`src/rtl/dtt_pkg.sv`:
```
`timescale 1ns / 1ps
package dtt_pkg;

  localparam int NUM_TIMERS = 16;
  localparam int IDX_W      = $clog2(NUM_TIMERS);
  localparam int CNT_W      = $clog2(NUM_TIMERS + 1);
  localparam int MAX_OUT    = 16;
  localparam int K_W        = $clog2(MAX_OUT + 1);
  localparam int TIME_W     = 48;
  localparam int PERIOD_W   = 32;
  localparam int FUNC_W     = 3;
  localparam int HANDLE_W   = 4;
  localparam int SLOT_W     = 4;

  // operation codes
  localparam logic [FUNC_W-1:0] FN_ADD     = 3'd0;
  localparam logic [FUNC_W-1:0] FN_CANCEL  = 3'd1;
  localparam logic [FUNC_W-1:0] FN_REFRESH = 3'd2;
  localparam logic [FUNC_W-1:0] FN_RESET   = 3'd3;
  localparam logic [FUNC_W-1:0] FN_TICK    = 3'd4;
  localparam logic [FUNC_W-1:0] FN_NEXT    = 3'd5;

  localparam logic [PERIOD_W-1:0] WAIT_NONE = '1;

  typedef logic [IDX_W-1:0]    idx_t;
  typedef logic [TIME_W-1:0]   time_t;
  typedef logic [PERIOD_W-1:0] period_t;

  typedef enum logic [1:0] {
    SC_ADD   = 2'd0,
    SC_FRONT = 2'd1,
    SC_TICK  = 2'd2,
    SC_MIN   = 2'd3
  } scan_mode_t;

  typedef struct packed {
    logic              ok;
    logic [SLOT_W-1:0] slot;
    logic              expired;
    logic              front_notify;
    period_t           wait_ms;
    logic              none_pending;
    logic              last;
  } res_t;

  typedef struct packed {
    idx_t    rd_addr;
    logic    dl_we;
    logic    pd_we;
    idx_t    wr_addr;
    time_t   wr_dl;
    period_t wr_pd;
  } mem_req_t;

  typedef struct packed {
    time_t   rd_dl;
    period_t rd_pd;
  } mem_rsp_t;

endpackage

```
`src/rtl/dtt_store.sv`:
```
`timescale 1ns / 1ps
module dtt_store (
  input  logic              clk,
  input  dtt_pkg::mem_req_t req,
  output dtt_pkg::mem_rsp_t rsp
);
  import dtt_pkg::*;

  time_t   dl_mem [NUM_TIMERS];
  period_t pd_mem [NUM_TIMERS];

  // write deadline and period entries
  always_ff @(posedge clk) begin
    if (req.dl_we) begin
      dl_mem[req.wr_addr] <= req.wr_dl;
    end
    if (req.pd_we) begin
      pd_mem[req.wr_addr] <= req.wr_pd;
    end
  end

  // registered read of both entries at one address
  always_ff @(posedge clk) begin
    rsp.rd_dl <= dl_mem[req.rd_addr];
    rsp.rd_pd <= pd_mem[req.rd_addr];
  end

endmodule

```
`src/rtl/dtt_ctrl.sv`:
```
`timescale 1ns / 1ps
module dtt_ctrl (
  input  logic                            clk,
  input  logic                            rst_n,
  input  logic                            in_valid,
  output logic                            in_ready,
  input  logic [dtt_pkg::FUNC_W-1:0]      in_func,
  input  logic [dtt_pkg::HANDLE_W-1:0]    in_handle,
  input  logic [dtt_pkg::PERIOD_W-1:0]    in_period_ms,
  input  logic                            in_recurring,
  input  logic                            in_from_now,
  output logic                            res_valid,
  input  logic                            res_ready,
  output dtt_pkg::res_t                   res,
  output dtt_pkg::mem_req_t               req,
  input  dtt_pkg::mem_rsp_t               rsp
);
  import dtt_pkg::*;

  typedef enum logic [5:0] {
    S_IDLE  = 6'b000001,
    S_SCAN  = 6'b000010,
    S_RD    = 6'b000100,
    S_CALC  = 6'b001000,
    S_NQFIN = 6'b010000,
    S_EMIT  = 6'b100000
  } state_t;

  state_t                 state_r, state_nxt, ret_r, ret_nxt;
  scan_mode_t             mode_r, mode_nxt;
  logic [CNT_W-1:0]       cnt_r, cnt_nxt;
  logic [FUNC_W-1:0]      op_r, op_nxt;
  idx_t                   tgt_r, tgt_nxt;
  period_t                ms_r, ms_nxt;
  logic                   rec_r, rec_nxt;
  logic                   fnow_r, fnow_nxt;
  time_t                  dnew_r, dnew_nxt;
  time_t                  now_r, now_nxt;
  logic                   notice_r, notice_nxt;
  logic [NUM_TIMERS-1:0]  active_r, active_nxt;
  logic [NUM_TIMERS-1:0]  rep_r, rep_nxt;
  logic [NUM_TIMERS-1:0]  done_r, done_nxt;
  logic [K_W-1:0]         k_r, k_nxt;
  logic                   have_pend_r, have_pend_nxt;
  res_t                   pend_r, pend_nxt;
  res_t                   res_r, res_nxt;
  logic                   found_r, found_nxt;
  idx_t                   best_idx_r, best_idx_nxt;
  time_t                  best_dl_r, best_dl_nxt;
  logic                   blocked_r, blocked_nxt;
  logic                   free_found_r, free_found_nxt;
  idx_t                   free_idx_r, free_idx_nxt;

  // entry under evaluation: read issued in the previous cycle
  logic  ent_vld;
  idx_t  ent_idx;
  logic  ent_act;
  time_t ent_dl;
  assign ent_vld = (cnt_r != '0);
  assign ent_idx = idx_t'(cnt_r - CNT_W'(1));
  assign ent_act = active_r[ent_idx];
  assign ent_dl  = rsp.rd_dl;

  // scan accumulators after this cycle's entry
  logic  found_c, blocked_c, free_found_c;
  idx_t  best_idx_c, free_idx_c;
  time_t best_dl_c;

  always_comb begin
    found_c      = found_r;
    best_idx_c   = best_idx_r;
    best_dl_c    = best_dl_r;
    blocked_c    = blocked_r;
    free_found_c = free_found_r;
    free_idx_c   = free_idx_r;
    if (state_r == S_SCAN && ent_vld) begin
      case (mode_r)
        SC_ADD: begin
          if (!free_found_r) begin
            if (!ent_act) begin
              free_found_c = 1'b1;
              free_idx_c   = ent_idx;
            end else if (ent_dl <= dnew_r) begin
              blocked_c = 1'b1;
            end
          end else if (ent_act && ent_dl < dnew_r) begin
            blocked_c = 1'b1;
          end
        end
        SC_FRONT: begin
          if (ent_act && ent_idx != tgt_r &&
              (ent_dl < dnew_r || (ent_dl == dnew_r && ent_idx < tgt_r))) begin
            blocked_c = 1'b1;
          end
        end
        SC_TICK: begin
          if (ent_act && !done_r[ent_idx] && ent_dl <= now_r &&
              (!found_r || ent_dl < best_dl_r)) begin
            found_c    = 1'b1;
            best_idx_c = ent_idx;
            best_dl_c  = ent_dl;
          end
        end
        default: begin
          if (ent_act && (!found_r || ent_dl < best_dl_r)) begin
            found_c    = 1'b1;
            best_idx_c = ent_idx;
            best_dl_c  = ent_dl;
          end
        end
      endcase
    end
  end

  // sequencer
  state_t go;
  logic   emit;
  logic   scan_start;
  logic   fn;
  logic   h_ok;
  idx_t   h_idx;
  res_t   r;
  time_t  diff;

  assign h_ok  = (32'(in_handle) < NUM_TIMERS);
  assign h_idx = idx_t'(in_handle);
  assign fn    = !blocked_c && !notice_r;
  assign diff  = best_dl_r - now_r;

  always_comb begin
    go             = state_r;
    emit           = 1'b0;
    scan_start     = 1'b0;
    r              = '0;
    r.last         = 1'b1;
    ret_nxt        = ret_r;
    res_nxt        = res_r;
    mode_nxt       = mode_r;
    cnt_nxt        = cnt_r;
    op_nxt         = op_r;
    tgt_nxt        = tgt_r;
    ms_nxt         = ms_r;
    rec_nxt        = rec_r;
    fnow_nxt       = fnow_r;
    dnew_nxt       = dnew_r;
    now_nxt        = now_r;
    notice_nxt     = notice_r;
    active_nxt     = active_r;
    rep_nxt        = rep_r;
    done_nxt       = done_r;
    k_nxt          = k_r;
    have_pend_nxt  = have_pend_r;
    pend_nxt       = pend_r;
    found_nxt      = found_c;
    best_idx_nxt   = best_idx_c;
    best_dl_nxt    = best_dl_c;
    blocked_nxt    = blocked_c;
    free_found_nxt = free_found_c;
    free_idx_nxt   = free_idx_c;
    req            = '0;
    req.rd_addr    = idx_t'(cnt_r);
    req.wr_addr    = tgt_r;
    req.wr_dl      = dnew_r;
    req.wr_pd      = ms_r;

    unique case (state_r)
      S_IDLE: begin
        if (in_valid) begin
          op_nxt   = in_func;
          tgt_nxt  = h_idx;
          ms_nxt   = in_period_ms;
          rec_nxt  = in_recurring;
          fnow_nxt = in_from_now;
          unique case (in_func)
            FN_ADD: begin
              dnew_nxt   = now_r + TIME_W'(in_period_ms);
              mode_nxt   = SC_ADD;
              scan_start = 1'b1;
              go         = S_SCAN;
            end
            FN_CANCEL: begin
              emit = 1'b1;
              go   = S_IDLE;
              if (h_ok && active_r[h_idx]) begin
                active_nxt[h_idx] = 1'b0;
                r.ok              = 1'b1;
              end
            end
            FN_REFRESH: begin
              if (h_ok && active_r[h_idx]) begin
                req.rd_addr = h_idx;
                go          = S_CALC;
              end else begin
                emit = 1'b1;
                go   = S_IDLE;
              end
            end
            FN_RESET: begin
              if (h_ok) begin
                req.rd_addr = h_idx;
                go          = S_CALC;
              end else begin
                emit = 1'b1;
                go   = S_IDLE;
              end
            end
            FN_TICK: begin
              now_nxt       = now_r + TIME_W'(1);
              done_nxt      = '0;
              k_nxt         = '0;
              have_pend_nxt = 1'b0;
              mode_nxt      = SC_TICK;
              scan_start    = 1'b1;
              go            = S_SCAN;
            end
            FN_NEXT: begin
              notice_nxt = 1'b0;
              mode_nxt   = SC_MIN;
              scan_start = 1'b1;
              go         = S_SCAN;
            end
            default: begin
              emit = 1'b1;
              go   = S_IDLE;
            end
          endcase
        end
      end

      S_RD: begin
        // fetch the period of the expired recurring timer
        req.rd_addr = tgt_r;
        go          = S_CALC;
      end

      S_CALC: begin
        case (op_r)
          FN_REFRESH: begin
            req.dl_we = 1'b1;
            req.wr_dl = now_r + TIME_W'(rsp.rd_pd);
            r.ok      = 1'b1;
            emit      = 1'b1;
            go        = S_IDLE;
          end
          FN_RESET: begin
            if (ms_r == rsp.rd_pd && !fnow_r) begin
              r.ok = 1'b1;
              emit = 1'b1;
              go   = S_IDLE;
            end else if (!active_r[tgt_r]) begin
              emit = 1'b1;
              go   = S_IDLE;
            end else begin
              if (fnow_r) begin
                dnew_nxt = now_r + TIME_W'(ms_r);
              end else begin
                dnew_nxt = rsp.rd_dl - TIME_W'(rsp.rd_pd) + TIME_W'(ms_r);
              end
              mode_nxt   = SC_FRONT;
              scan_start = 1'b1;
              go         = S_SCAN;
            end
          end
          FN_TICK: begin
            dnew_nxt   = now_r + TIME_W'(rsp.rd_pd);
            mode_nxt   = SC_FRONT;
            scan_start = 1'b1;
            go         = S_SCAN;
          end
          default: begin
            go = S_IDLE;
          end
        endcase
      end

      S_SCAN: begin
        cnt_nxt = cnt_r + CNT_W'(1);
        if (cnt_r == CNT_W'(NUM_TIMERS)) begin
          case (mode_r)
            SC_ADD: begin
              emit = 1'b1;
              go   = S_IDLE;
              if (free_found_c) begin
                req.dl_we              = 1'b1;
                req.pd_we              = 1'b1;
                req.wr_addr            = free_idx_c;
                active_nxt[free_idx_c] = 1'b1;
                rep_nxt[free_idx_c]    = rec_r;
                notice_nxt             = notice_r | fn;
                r.ok                   = 1'b1;
                r.slot                 = SLOT_W'(free_idx_c);
                r.front_notify         = fn;
              end
            end
            SC_FRONT: begin
              req.dl_we  = 1'b1;
              req.pd_we  = (op_r == FN_RESET);
              notice_nxt = notice_r | fn;
              if (op_r == FN_RESET) begin
                r.ok           = 1'b1;
                r.front_notify = fn;
                emit           = 1'b1;
                go             = S_IDLE;
              end else begin
                // hold the expiry until the next search settles its last flag
                pend_nxt              = '0;
                pend_nxt.ok           = 1'b1;
                pend_nxt.slot         = SLOT_W'(tgt_r);
                pend_nxt.expired      = 1'b1;
                pend_nxt.front_notify = fn;
                have_pend_nxt         = 1'b1;
                k_nxt                 = k_r + K_W'(1);
                if (k_r + K_W'(1) == K_W'(MAX_OUT)) begin
                  r      = pend_nxt;
                  r.last = 1'b1;
                  emit   = 1'b1;
                  go     = S_IDLE;
                end else begin
                  mode_nxt   = SC_TICK;
                  scan_start = 1'b1;
                  go         = S_SCAN;
                end
              end
            end
            SC_TICK: begin
              if (found_c) begin
                if (have_pend_r) begin
                  r      = pend_r;
                  r.last = 1'b0;
                  emit   = 1'b1;
                end
                done_nxt[best_idx_c] = 1'b1;
                tgt_nxt              = best_idx_c;
                if (rep_r[best_idx_c]) begin
                  have_pend_nxt = 1'b0;
                  go            = S_RD;
                end else begin
                  active_nxt[best_idx_c] = 1'b0;
                  pend_nxt               = '0;
                  pend_nxt.ok            = 1'b1;
                  pend_nxt.slot          = SLOT_W'(best_idx_c);
                  pend_nxt.expired       = 1'b1;
                  have_pend_nxt          = 1'b1;
                  k_nxt                  = k_r + K_W'(1);
                  if (k_r + K_W'(1) == K_W'(MAX_OUT)) begin
                    // expiry limit reached: the fresh expiry is the final one
                    pend_nxt.last = 1'b1;
                    if (have_pend_r) begin
                      // emit the held result, then the final one from pend_r
                      go = S_EMIT;
                    end else begin
                      r    = pend_nxt;
                      emit = 1'b1;
                      go   = S_IDLE;
                    end
                  end else begin
                    mode_nxt   = SC_TICK;
                    scan_start = 1'b1;
                    go         = S_SCAN;
                  end
                end
              end else begin
                if (have_pend_r) begin
                  r = pend_r;
                end else begin
                  r.ok = 1'b1;
                end
                r.last = 1'b1;
                emit   = 1'b1;
                go     = S_IDLE;
              end
            end
            default: begin
              go = S_NQFIN;
            end
          endcase
        end
      end

      S_NQFIN: begin
        r.ok = 1'b1;
        if (!found_r) begin
          r.none_pending = 1'b1;
          r.wait_ms      = WAIT_NONE;
        end else if (now_r >= best_dl_r) begin
          r.wait_ms = '0;
        end else if (|diff[TIME_W-1:PERIOD_W]) begin
          r.wait_ms = WAIT_NONE;
        end else begin
          r.wait_ms = diff[PERIOD_W-1:0];
        end
        emit = 1'b1;
        go   = S_IDLE;
      end

      S_EMIT: begin
        if (res_ready) begin
          go = ret_r;
          // final expiry of a full tick waits in the held result
          if (ret_r == S_EMIT) begin
            res_nxt = pend_r;
            ret_nxt = S_IDLE;
          end
        end
      end

      default: begin
        go = S_IDLE;
      end
    endcase

    // clear the scan accumulators for a new pass
    if (scan_start) begin
      cnt_nxt        = '0;
      found_nxt      = 1'b0;
      blocked_nxt    = 1'b0;
      free_found_nxt = 1'b0;
    end

    if (emit) begin
      res_nxt   = r;
      ret_nxt   = go;
      state_nxt = S_EMIT;
    end else begin
      state_nxt = go;
    end
  end

  assign in_ready  = (state_r == S_IDLE);
  assign res_valid = (state_r == S_EMIT);
  assign res       = res_r;

  // control state
  always_ff @(posedge clk) begin
    if (!rst_n) begin
      state_r     <= S_IDLE;
      ret_r       <= S_IDLE;
      now_r       <= '0;
      notice_r    <= 1'b0;
      active_r    <= '0;
      rep_r       <= '0;
      done_r      <= '0;
      k_r         <= '0;
      have_pend_r <= 1'b0;
    end else begin
      state_r     <= state_nxt;
      ret_r       <= ret_nxt;
      now_r       <= now_nxt;
      notice_r    <= notice_nxt;
      active_r    <= active_nxt;
      rep_r       <= rep_nxt;
      done_r      <= done_nxt;
      k_r         <= k_nxt;
      have_pend_r <= have_pend_nxt;
    end
  end

  // working registers
  always_ff @(posedge clk) begin
    res_r        <= res_nxt;
    pend_r       <= pend_nxt;
    mode_r       <= mode_nxt;
    cnt_r        <= cnt_nxt;
    op_r         <= op_nxt;
    tgt_r        <= tgt_nxt;
    ms_r         <= ms_nxt;
    rec_r        <= rec_nxt;
    fnow_r       <= fnow_nxt;
    dnew_r       <= dnew_nxt;
    found_r      <= found_nxt;
    best_idx_r   <= best_idx_nxt;
    best_dl_r    <= best_dl_nxt;
    blocked_r    <= blocked_nxt;
    free_found_r <= free_found_nxt;
    free_idx_r   <= free_idx_nxt;
  end

endmodule

```
`src/rtl/deadline_timer_table.sv`:
```
`timescale 1ns / 1ps
// Deadline timer table: up to NUM_TIMERS millisecond timers.
// Input channel (in_valid/in_ready) carries one operation per transaction:
// add, cancel, refresh, reset, tick or next query, selected by in_func.
// Result channel (out_valid/out_ready) returns one result per operation,
// except tick, which returns one result per expired timer (up to 16),
// earliest deadline first; out_last marks the final result of an operation.
// Add, reset, next query and tick are paced by the deadline memory's single
// read port, which the sequencer sweeps one entry per cycle for each
// free-slot, earliest-deadline or front check.
// One operation is worked at a time; in_ready is high only when idle.
// A result sits in the output register while the next operation is taken;
// when the receiver stalls, the sequencer holds at its next result.
// Reset (rst_n low, synchronous) deactivates all timers, zeroes the time
// and re-arms the front notice; period and deadline storage is not cleared.
module deadline_timer_table (
  input  logic                            clk,
  input  logic                            rst_n,
  input  logic                            in_valid,
  output logic                            in_ready,
  input  logic [dtt_pkg::FUNC_W-1:0]      in_func,
  input  logic [dtt_pkg::HANDLE_W-1:0]    in_handle,
  input  logic [dtt_pkg::PERIOD_W-1:0]    in_period_ms,
  input  logic                            in_recurring,
  input  logic                            in_from_now,
  output logic                            out_valid,
  input  logic                            out_ready,
  output logic                            out_ok,
  output logic [dtt_pkg::SLOT_W-1:0]      out_slot,
  output logic                            out_expired,
  output logic                            out_front_notify,
  output logic [dtt_pkg::PERIOD_W-1:0]    out_wait_ms,
  output logic                            out_none_pending,
  output logic                            out_last
);
  import dtt_pkg::*;

  logic     res_valid;
  logic     res_ready;
  res_t     res;
  mem_req_t req;
  mem_rsp_t rsp;
  logic     out_valid_r;
  res_t     out_r;

  dtt_ctrl u_ctrl (
    .clk          (clk),
    .rst_n        (rst_n),
    .in_valid     (in_valid),
    .in_ready     (in_ready),
    .in_func      (in_func),
    .in_handle    (in_handle),
    .in_period_ms (in_period_ms),
    .in_recurring (in_recurring),
    .in_from_now  (in_from_now),
    .res_valid    (res_valid),
    .res_ready    (res_ready),
    .res          (res),
    .req          (req),
    .rsp          (rsp)
  );

  dtt_store u_store (
    .clk (clk),
    .req (req),
    .rsp (rsp)
  );

  // output register: load when empty or draining
  assign res_ready = !out_valid_r || out_ready;

  always_ff @(posedge clk) begin
    if (!rst_n) begin
      out_valid_r <= 1'b0;
    end else if (res_valid && res_ready) begin
      out_valid_r <= 1'b1;
    end else if (out_ready) begin
      out_valid_r <= 1'b0;
    end
  end

  always_ff @(posedge clk) begin
    if (res_valid && res_ready) begin
      out_r <= res;
    end
  end

  assign out_valid        = out_valid_r;
  assign out_ok           = out_r.ok;
  assign out_slot         = out_r.slot;
  assign out_expired      = out_r.expired;
  assign out_front_notify = out_r.front_notify;
  assign out_wait_ms      = out_r.wait_ms;
  assign out_none_pending = out_r.none_pending;
  assign out_last         = out_r.last;

endmodule

```
`config.mk`:
```
export PLATFORM = sky130hd
export DESIGN_NAME = deadline_timer_table
export DESIGN_NICKNAME = d
export VERILOG_FILES = /design/src/rtl/dtt_pkg.sv /design/src/rtl/dtt_store.sv /design/src/rtl/dtt_ctrl.sv /design/src/rtl/deadline_timer_table.sv
export SDC_FILE = /design/constraint.sdc
export NUM_CORES = 2
export LEC_CHECK = 0
export ABC_AREA = 1
export BUFFER_PORTS_ARGS = -buffer_cell sky130_fd_sc_hd__buf_2
export CORE_ASPECT_RATIO = 1.5
export CORE_UTILIZATION = 35
export DETAILED_ROUTE_END_ITERATION = 6
export PLACE_DENSITY = 0.6
export SETUP_SLACK_MARGIN = 0.1
export SYNTH_ARGS = -nofsm -noshare
export SYNTH_HDL_FRONTEND = slang
export SYNTH_SLANG_ARGS = --single-unit
```
`constraint.sdc`:
```
create_clock -name clk -period 19.9 [get_ports clk]
set_clock_uncertainty 0.1 [all_clocks]
set_input_delay 0.995 -clock clk [delete_from_list [all_inputs] [get_ports clk]]
set_output_delay 0.995 -clock clk [all_outputs]
set_load 0.03 [all_outputs]
```
# Word level (Yosys, flattened, before mapping)

Memories as Yosys holds them, arrays and structs flattened. A register that Yosys moved wholly into a read port is not among the register bits.
Cells that the tools add are included.

Multipliers: 0
Eq/ne operators: 46
$lt $le $gt $ge: 14
Reductions and logical operators: 55
Bitwise gates (word level): 9
Muxes and demuxes: 212
Div/mod/pow operators: 0
Add/sub/neg operators: 10
Shifts and indexed selects: 0

Operators with widths:

| operator                                       | count |
|---|---|
| 2-to-1 mux 41 bit                              | 14 |
| 2-to-1 mux 48 bit                              | 9 |
| case mux 48 bit (2 select lines)               | 3 |
| adder 48 x 32 -> 48 bit                        | 4 |
| 2-to-1 mux 16 bit                              | 12 |
| less-or-equal comparator 48 bit                | 2 |
| less-than comparator 48 bit                    | 2 |
| 2-to-1 mux 32 bit                              | 3 |
| 2-to-1 mux 6 bit                               | 16 |
| case mux 16 bit (2 select lines)               | 3 |
| case mux 41 bit (2 select lines)               | 1 |
| 2-to-1 mux 1 bit                               | 69 |
| case mux 34 bit (2 select lines)               | 1 |
| case mux 33 bit (2 select lines)               | 1 |
| 2-to-1 mux 4 bit                               | 15 |
| adder 48 x 1 -> 48 bit (second input constant) | 1 |
| == test 48 bit                                 | 1 |
| greater-or-equal comparator 48 bit             | 1 |
| subtractor 48 x 32 -> 48 bit                   | 1 |
| subtractor 48 bit                              | 1 |
| 2-to-1 mux 5 bit                               | 9 |
| 2-to-1 mux 40 bit                              | 1 |
| case mux 6 bit (3 select lines)                | 2 |
| 2-to-1 mux 34 bit                              | 1 |
| 64 further kinds                               | 173 |

Latch bits: 0
Bits in read-only memories: 0
Logic and storage cells: 394
Input bits: 45
Memories kept: 2
Memory bits (writable): 1280
Output and inout bits: 43
Register bits after elaboration: 394

Memory list:

| memory         | depth | bits a word | read ports | clocked after memory_dff | wr ports | line            | RTL |
|---|---|---|---|---|---|---|---|
| u_store.dl_mem | 16    | 48          | 1          | 1                        | 1        | dtt_store.sv:9  | `time_t dl_mem [NUM_TIMERS];` |
| u_store.pd_mem | 16    | 32          | 1          | 1                        | 1        | dtt_store.sv:10 | `period_t pd_mem [NUM_TIMERS];` |

# Depth between registers and ports, before layout

Word-level depth: 21
Depth in mapped cells: 35
Depth with buffers taken out: 34

# Cells and area by module

From an unflattened synthesis, not the netlist that was laid out.

Cell total of the unflattened synthesis: 9913
Area total of the unflattened synthesis: 89357.0 um^2

By module, submodules not included:

| module               | instances | seq. area each (um^2) | cells each | area an instance (um^2) |
|---|---|---|---|---|
| dtt_store            | 1         | 40038.4               | 5289       | 56322.8 |
| dtt_ctrl             | 1         | 8207.9                | 4576       | 31751.7 |
| deadline_timer_table | 1         | 1251.2                | 48         | 1282.5 |

# Least setup slack after synthesis

Ideal clock, no wire load.

Path type: register to register
Start point: register u_ctrl.cnt_r[0]
End point: memory u_store.dl_mem[15][0] in the netlist's numbering, enable pin
Data required time: 19.287 ns
Cell stages (with the launch flop): 22
Period minus slack after synthesis: 6.830 ns
Path slack: 13.070 ns
Path buffers: 3
Arrival: 6.218 ns
Setup time: 0.513 ns
Path through: dfxtp_1 > inv_2 > buf_2 > ha_1 > buf_4 > inv_2 > buf_2 > a21oi_1 > o21ai_1 > nand3_1 > nand3_1 > nand2_2 > nor3_1 > or2_1 > inv_2 > nor2_2 > inv_2 > nor2_2 > inv_2 > o21ai_1 > nand2_1 > nor3_1

Word-level cells in the longest chain between the ends: 13
Elaborated cells between the ends (all ways): 22
Classes of those cells: add/sub: 1; eq/ne: 1; mux: 18; reduce/logical: 2

Ends and longest elaborated chain:

| item                                   | line            | RTL |
|---|---|---|
| start, declared                        | dtt_ctrl.sv:31  | `logic [CNT_W-1:0] cnt_r, cnt_nxt;` |
| start signal, assigned                 | dtt_ctrl.sv:463 | `cnt_r <= cnt_nxt;` |
| subtractor 4 x 1 -> 4 bit (*)          | dtt_ctrl.sv:60  | `assign ent_idx = idx_t'(cnt_r - CNT_W'(1));` |
| named net u_ctrl.ent_idx[0]            | dtt_ctrl.sv:56  | `idx_t ent_idx;` |
| binary-select mux 1 bit (select 4 bit) | dtt_ctrl.sv:61  | `assign ent_act = active_r[ent_idx];` |
| 2-to-1 mux 1 bit (implied by the code) | dtt_ctrl.sv:61  |  |
| 2-to-1 mux 1 bit                       | dtt_ctrl.sv:80  | `if (!ent_act) begin` |
| 2-to-1 mux 1 bit                       | dtt_ctrl.sv:79  | `if (!free_found_r) begin` |
| 2-to-1 mux 1 bit                       | dtt_ctrl.sv:77  | `case (mode_r)` |
| 2-to-1 mux 1 bit                       | dtt_ctrl.sv:76  | `if (state_r == S_SCAN && ent_vld) begin` |
| 2-to-1 mux 6 bit (*)                   | dtt_ctrl.sv:283 | `if (free_found_c) begin` |
| case mux 2 bit (2 select lines)        | dtt_ctrl.sv:279 | `case (mode_r)` |
| 2-to-1 mux 6 bit (*)                   | dtt_ctrl.sv:278 | `if (cnt_r == CNT_W'(NUM_TIMERS)) begin` |
| case mux 1 bit (2 select lines)        | dtt_ctrl.sv:166 | `unique case (state_r)` |
| 2-to-1 mux 1 bit                       | dtt_store.sv:14 | `if (req.dl_we) begin` |
| 2-to-1 mux 1 bit (implied by the code) | dtt_store.sv:15 | `dl_mem[req.wr_addr] <= req.wr_dl;` |
| end, declared                          | dtt_store.sv:9  |  |

Mark *: on every way through the listed nets, which the timed path passes. The rest lies on a longest branch. The select of a mux whose other input is x is not followed.

# Worst setup path in the final report

Start point: register u_ctrl.cnt_r[0]
End point: memory u_store.dl_mem[13][9] in the netlist's numbering, enable pin

Word-level cells in the longest chain between the ends: 13
Elaborated cells between the ends (all ways): 22
Classes of those cells: add/sub: 1; eq/ne: 1; mux: 18; reduce/logical: 2

Ends and longest elaborated chain:

| item                                   | line |
|---|---|
| subtractor 4 x 1 -> 4 bit              | dtt_ctrl.sv:60 |
| binary-select mux 1 bit (select 4 bit) | dtt_ctrl.sv:61 |
| 2-to-1 mux 1 bit (implied by the code) | dtt_ctrl.sv:61 |
| 2-to-1 mux 1 bit                       | dtt_ctrl.sv:80 |
| 2-to-1 mux 1 bit                       | dtt_ctrl.sv:79 |
| 2-to-1 mux 1 bit                       | dtt_ctrl.sv:77 |
| 2-to-1 mux 1 bit                       | dtt_ctrl.sv:76 |
| 2-to-1 mux 6 bit                       | dtt_ctrl.sv:283 |
| case mux 2 bit (2 select lines)        | dtt_ctrl.sv:279 |
| 2-to-1 mux 6 bit (*)                   | dtt_ctrl.sv:278 |
| case mux 1 bit (2 select lines)        | dtt_ctrl.sv:166 |
| 2-to-1 mux 1 bit                       | dtt_store.sv:14 |
| 2-to-1 mux 1 bit (implied by the code) | dtt_store.sv:15 |

Mark *: on every way between the ends. The rest lies on a longest branch, timed or not. The select of a mux whose other input is x is not followed.

==> flow_summary.yaml <==
detailed_routing:
  drcViolationCount: 0
  vias_per_cell: 5.31
  drt-initial-drc-count: 6113
  dr.pass1.iters: 6
  drtAntennaViolNets: 0
  wl_per_cell_um: 23.0
  totalWireLength_mm: 284
  via_count: 65600
die:
  coreArea_um2: 247000
  die_x_um: 409
  io-pin-count: 88
  initial_core_util: 0.353
  fp.dieH_um: 613
  rows: 223
  dieArea_um2: 251000
synthesis:
  ys_warn_count: 0
  synth_seq_cells: 1719
  syn-num-nets: 9379
  ys_types: 72
  dominantRegCellSynth: "edfxtp_1"
  synth_edf_count: 1507
  ys_seq_area_frac: 0.569
  synthArstFlopShare: 0
  syn_area_um2: 87000
  avgSynthCellArea_um2: 9.75
  netlist_instances: 8919
global_routing:
  grt_overflow: 0
  grt_pass1_vias: 63700
  grt_pass1_wl_mm: 414
  antenna_found_initial: 9
  grt_max_degree: 264
  track_usage: 0.222
sta:
  setup_violations: 0
  setup_tns_ns: 0
  slew_violations: 0
  hold_viol_final: 0
  fin_ws_ns: 13.16
  period_needed_ns: 6.74
  worstMarginPinSlew_ns: 1.29
  rsz0062_at_grt: "false"
  max_freq_ghz: 0.148
  finalCritPeriodShare: 0.339
  slew_headroom: 0.129
pwr:
  ir_drop_mv: 0.166
  power_density_nw_per_um2: 117
  power_mw: 11.4
  p_leak_nw: 38.0
clock_tree:
  clkSinkCount: 1719
  cts.clk_slew.worst_paths_ns: 0.07
  postCtsSetupBuffers: 0
  insertion_delay_ns: 0.88
  cts.hold.buffers_added: 0
  cts_resized: 0
  ctsRootBufferMaster: "clkbuf_16"
  cts_buffer_depth: 4
  cts_tree: "built"
  cts-htree-levels: 4
  numCtsBuffers: 167
layout:
  drive_gt1_frac: 0.0646
  layout.nets: 9395
  stdcell_count: 12300
  final_common_cell: "edfxtp_1"
  final_area_um2: 96900
  final_cell_mix: "edfxtp_1 (1507), inv_1 (1417), nand2_1 (1357), a21oi_1 (883), nand3_1 (693)"
  fill_cells: 24100
  syn_to_final_growth_pct: 11.4
place:
  io_buffers: 87
  place_area_um2: 91300
  pre_cts_ws_ns: 12.46
  gp_congestion: 1.06
  place_inst: 12000
  place_hpwl_mm: 194
critical_path:
  cp.required_ns: 20.27
  crit_type: "reg2reg"
  cpMaxStageDelayCell: "nor2_2"
  endpoint_kind: "flop"
  cpPeakStageDelay_ns: 0.94
  crit_path_max_fanout: 35
  crit_chain: "inv_2, ha_1, inv_2, a21oi_1, o21ai_1, nand3_1, nand3_1, nand2_2, nor3_1, or2_1, inv_2, nor2_2, inv_2, nor2_2, inv_2, o21ai_1, inv_1, nor2_1, nand2_1, nor2_4, buf_4"
  arrival_ns: 7.11
  crit_path_start_kind: "flop"
  crit_top_cell: "inv_2"
run:
  drv_cap: 0
hold_path:
  hold_class: "in2reg"
outcome:
  status: "finished clean"
cells in the mapped netlist, types with 9 or more instances:
library cell | n | area share
xnor2_1 | 48 | 0.0048
ha_1 | 379 | 0.055
inv_2 | 17 | 0.00073
o21ai_1 | 39 | 0.0022
nor3_1 | 69 | 0.0040
o2111ai_1 | 9 | 0.00091
fa_1 | 36 | 0.0083
o31ai_1 | 9 | 0.00078
a22oi_1 | 23 | 0.0020
or2_2 | 16 | 0.0012
a21oi_1 | 883 | 0.051
xor2_1 | 83 | 0.0084
a21o_1 | 11 | 0.00095
nand2_2 | 11 | 0.00079
a21boi_0 | 19 | 0.0016
nand2_1 | 1357 | 0.059
nor4_1 | 24 | 0.0017
buf_2 | 90 | 0.0052
a211oi_1 | 9 | 0.00078
clkinv_1 | 12 | 0.00052
o21bai_1 | 14 | 0.0012
clkbuf_1 | 216 | 0.0093
buf_1 | 45 | 0.0019
a31oi_1 | 46 | 0.0033
nor2_1 | 410 | 0.018
dfxtp_1 | 212 | 0.049
o21ai_0 | 654 | 0.038
o21a_1 | 33 | 0.0028
inv_1 | 1420 | 0.061
nand3_1 | 694 | 0.040
nand4_1 | 46 | 0.0033
o211ai_1 | 347 | 0.030
o221ai_1 | 31 | 0.0031
edfxtp_1 | 1507 | 0.52
state kept, by name, indices dropped and copies added (netlist names), 5 cells and up:
| name | flops |
|---|---|
| u_ctrl.now_r | 48 |
| u_ctrl.k_r | 5 |
| u_store.pd_mem | 512 |
| u_ctrl.dnew_r | 48 |
| u_store.rsp | 80 |
| u_store.dl_mem | 768 |
| u_ctrl.rep_r | 16 |
| u_ctrl.ms_r | 32 |
| u_ctrl.pend_r | 6 |
| out_wait_ms | 32 |
| u_ctrl.active_r | 16 |
| u_ctrl.cnt_r | 5 |
| u_ctrl.ret_r | 6 |
| u_ctrl.res | 41 |
| u_ctrl.best_dl_r | 48 |
| u_ctrl.state_r | 6 |
| u_ctrl.done_r | 16 |
where the power goes:
group | internal (mW) | switching, mW
logic | 1.14 | 2.56
registers | 4.06 | 0.291
clock network | 1.91 | 1.40
worst max-delay path, delay by kind of cell (launching register included):
family | cells | cell delay, ns
flip-flops | 1 | 0.32
adder cells (fa/ha/maj) | 1 | 0.52
AND/OR/NAND/NOR | 10 | 2.98
buffers and inverters | 7 | 1.84
AO/OA/AOI/OAI | 3 | 0.50
per-stage QoR:
stage | utilization | hold WS (ns)
after floorplan | - | 0.300
after global placement | 0.370 | 0.304
after detailed placement | 0.370 | 0.305
after CTS | 0.393 | 0.202
after global routing | 0.393 | 0.217
final | 0.393 | 0.223
logic make-up after synthesis:
group	share of synthesized area
AOI/OAI and AO/OA	0.142
xor gates and xnor gates	0.0137
adders and majority gates	0.0628
buffers and inverters	0.0797
DFF	0.569
and+or+nand+nor	0.133
final timing paths:
check / startpoint / slack [ns] / cells after the start / end
setup reg to reg: u_ctrl.cnt_r[0]$_SDFFE_PP0P_ / 13.16 / 21 / u_store.dl_mem[13][9]$_DFFE_PP_
hold reg to reg: u_ctrl.res[6]$_SDFFCE_PN0P_ / 0.32 / 0 / out_wait_ms[4]$_DFFE_PP_
setup / recovery: u_ctrl.cnt_r[0]$_SDFFE_PP0P_ / 13.16 / 21 / u_store.dl_mem[13][9]$_DFFE_PP_
hold / removal: in_recurring / 0.22 / 1 / u_ctrl.rec_r$_DFFE_PP_
routing by layer:
layer  global-route usage  vias up  wire length (µm)
li1                     -    30900                 -
met1                0.246    31700            106000
met2                0.394     2154            142000
met3               0.0278      746             13900
met4                0.155        2             22400
met5                    0        -                13
layout make-up:
class                           instances  area (µm²)  area share
Antenna cell                            7        17.5    0.000181
Multi-Input combinational cell       5393       30900       0.319
Clock inverter                         88        1070      0.0111
Tap cell                             3262        4080      0.0421
Clock buffer                          211        4510      0.0465
Sequential cell                      1719       49500       0.511
Timing Repair Buffer                  204        1380      0.0142
Inverter                             1450        5460      0.0563
Note: power is estimated with default switching activity, not from simulation.
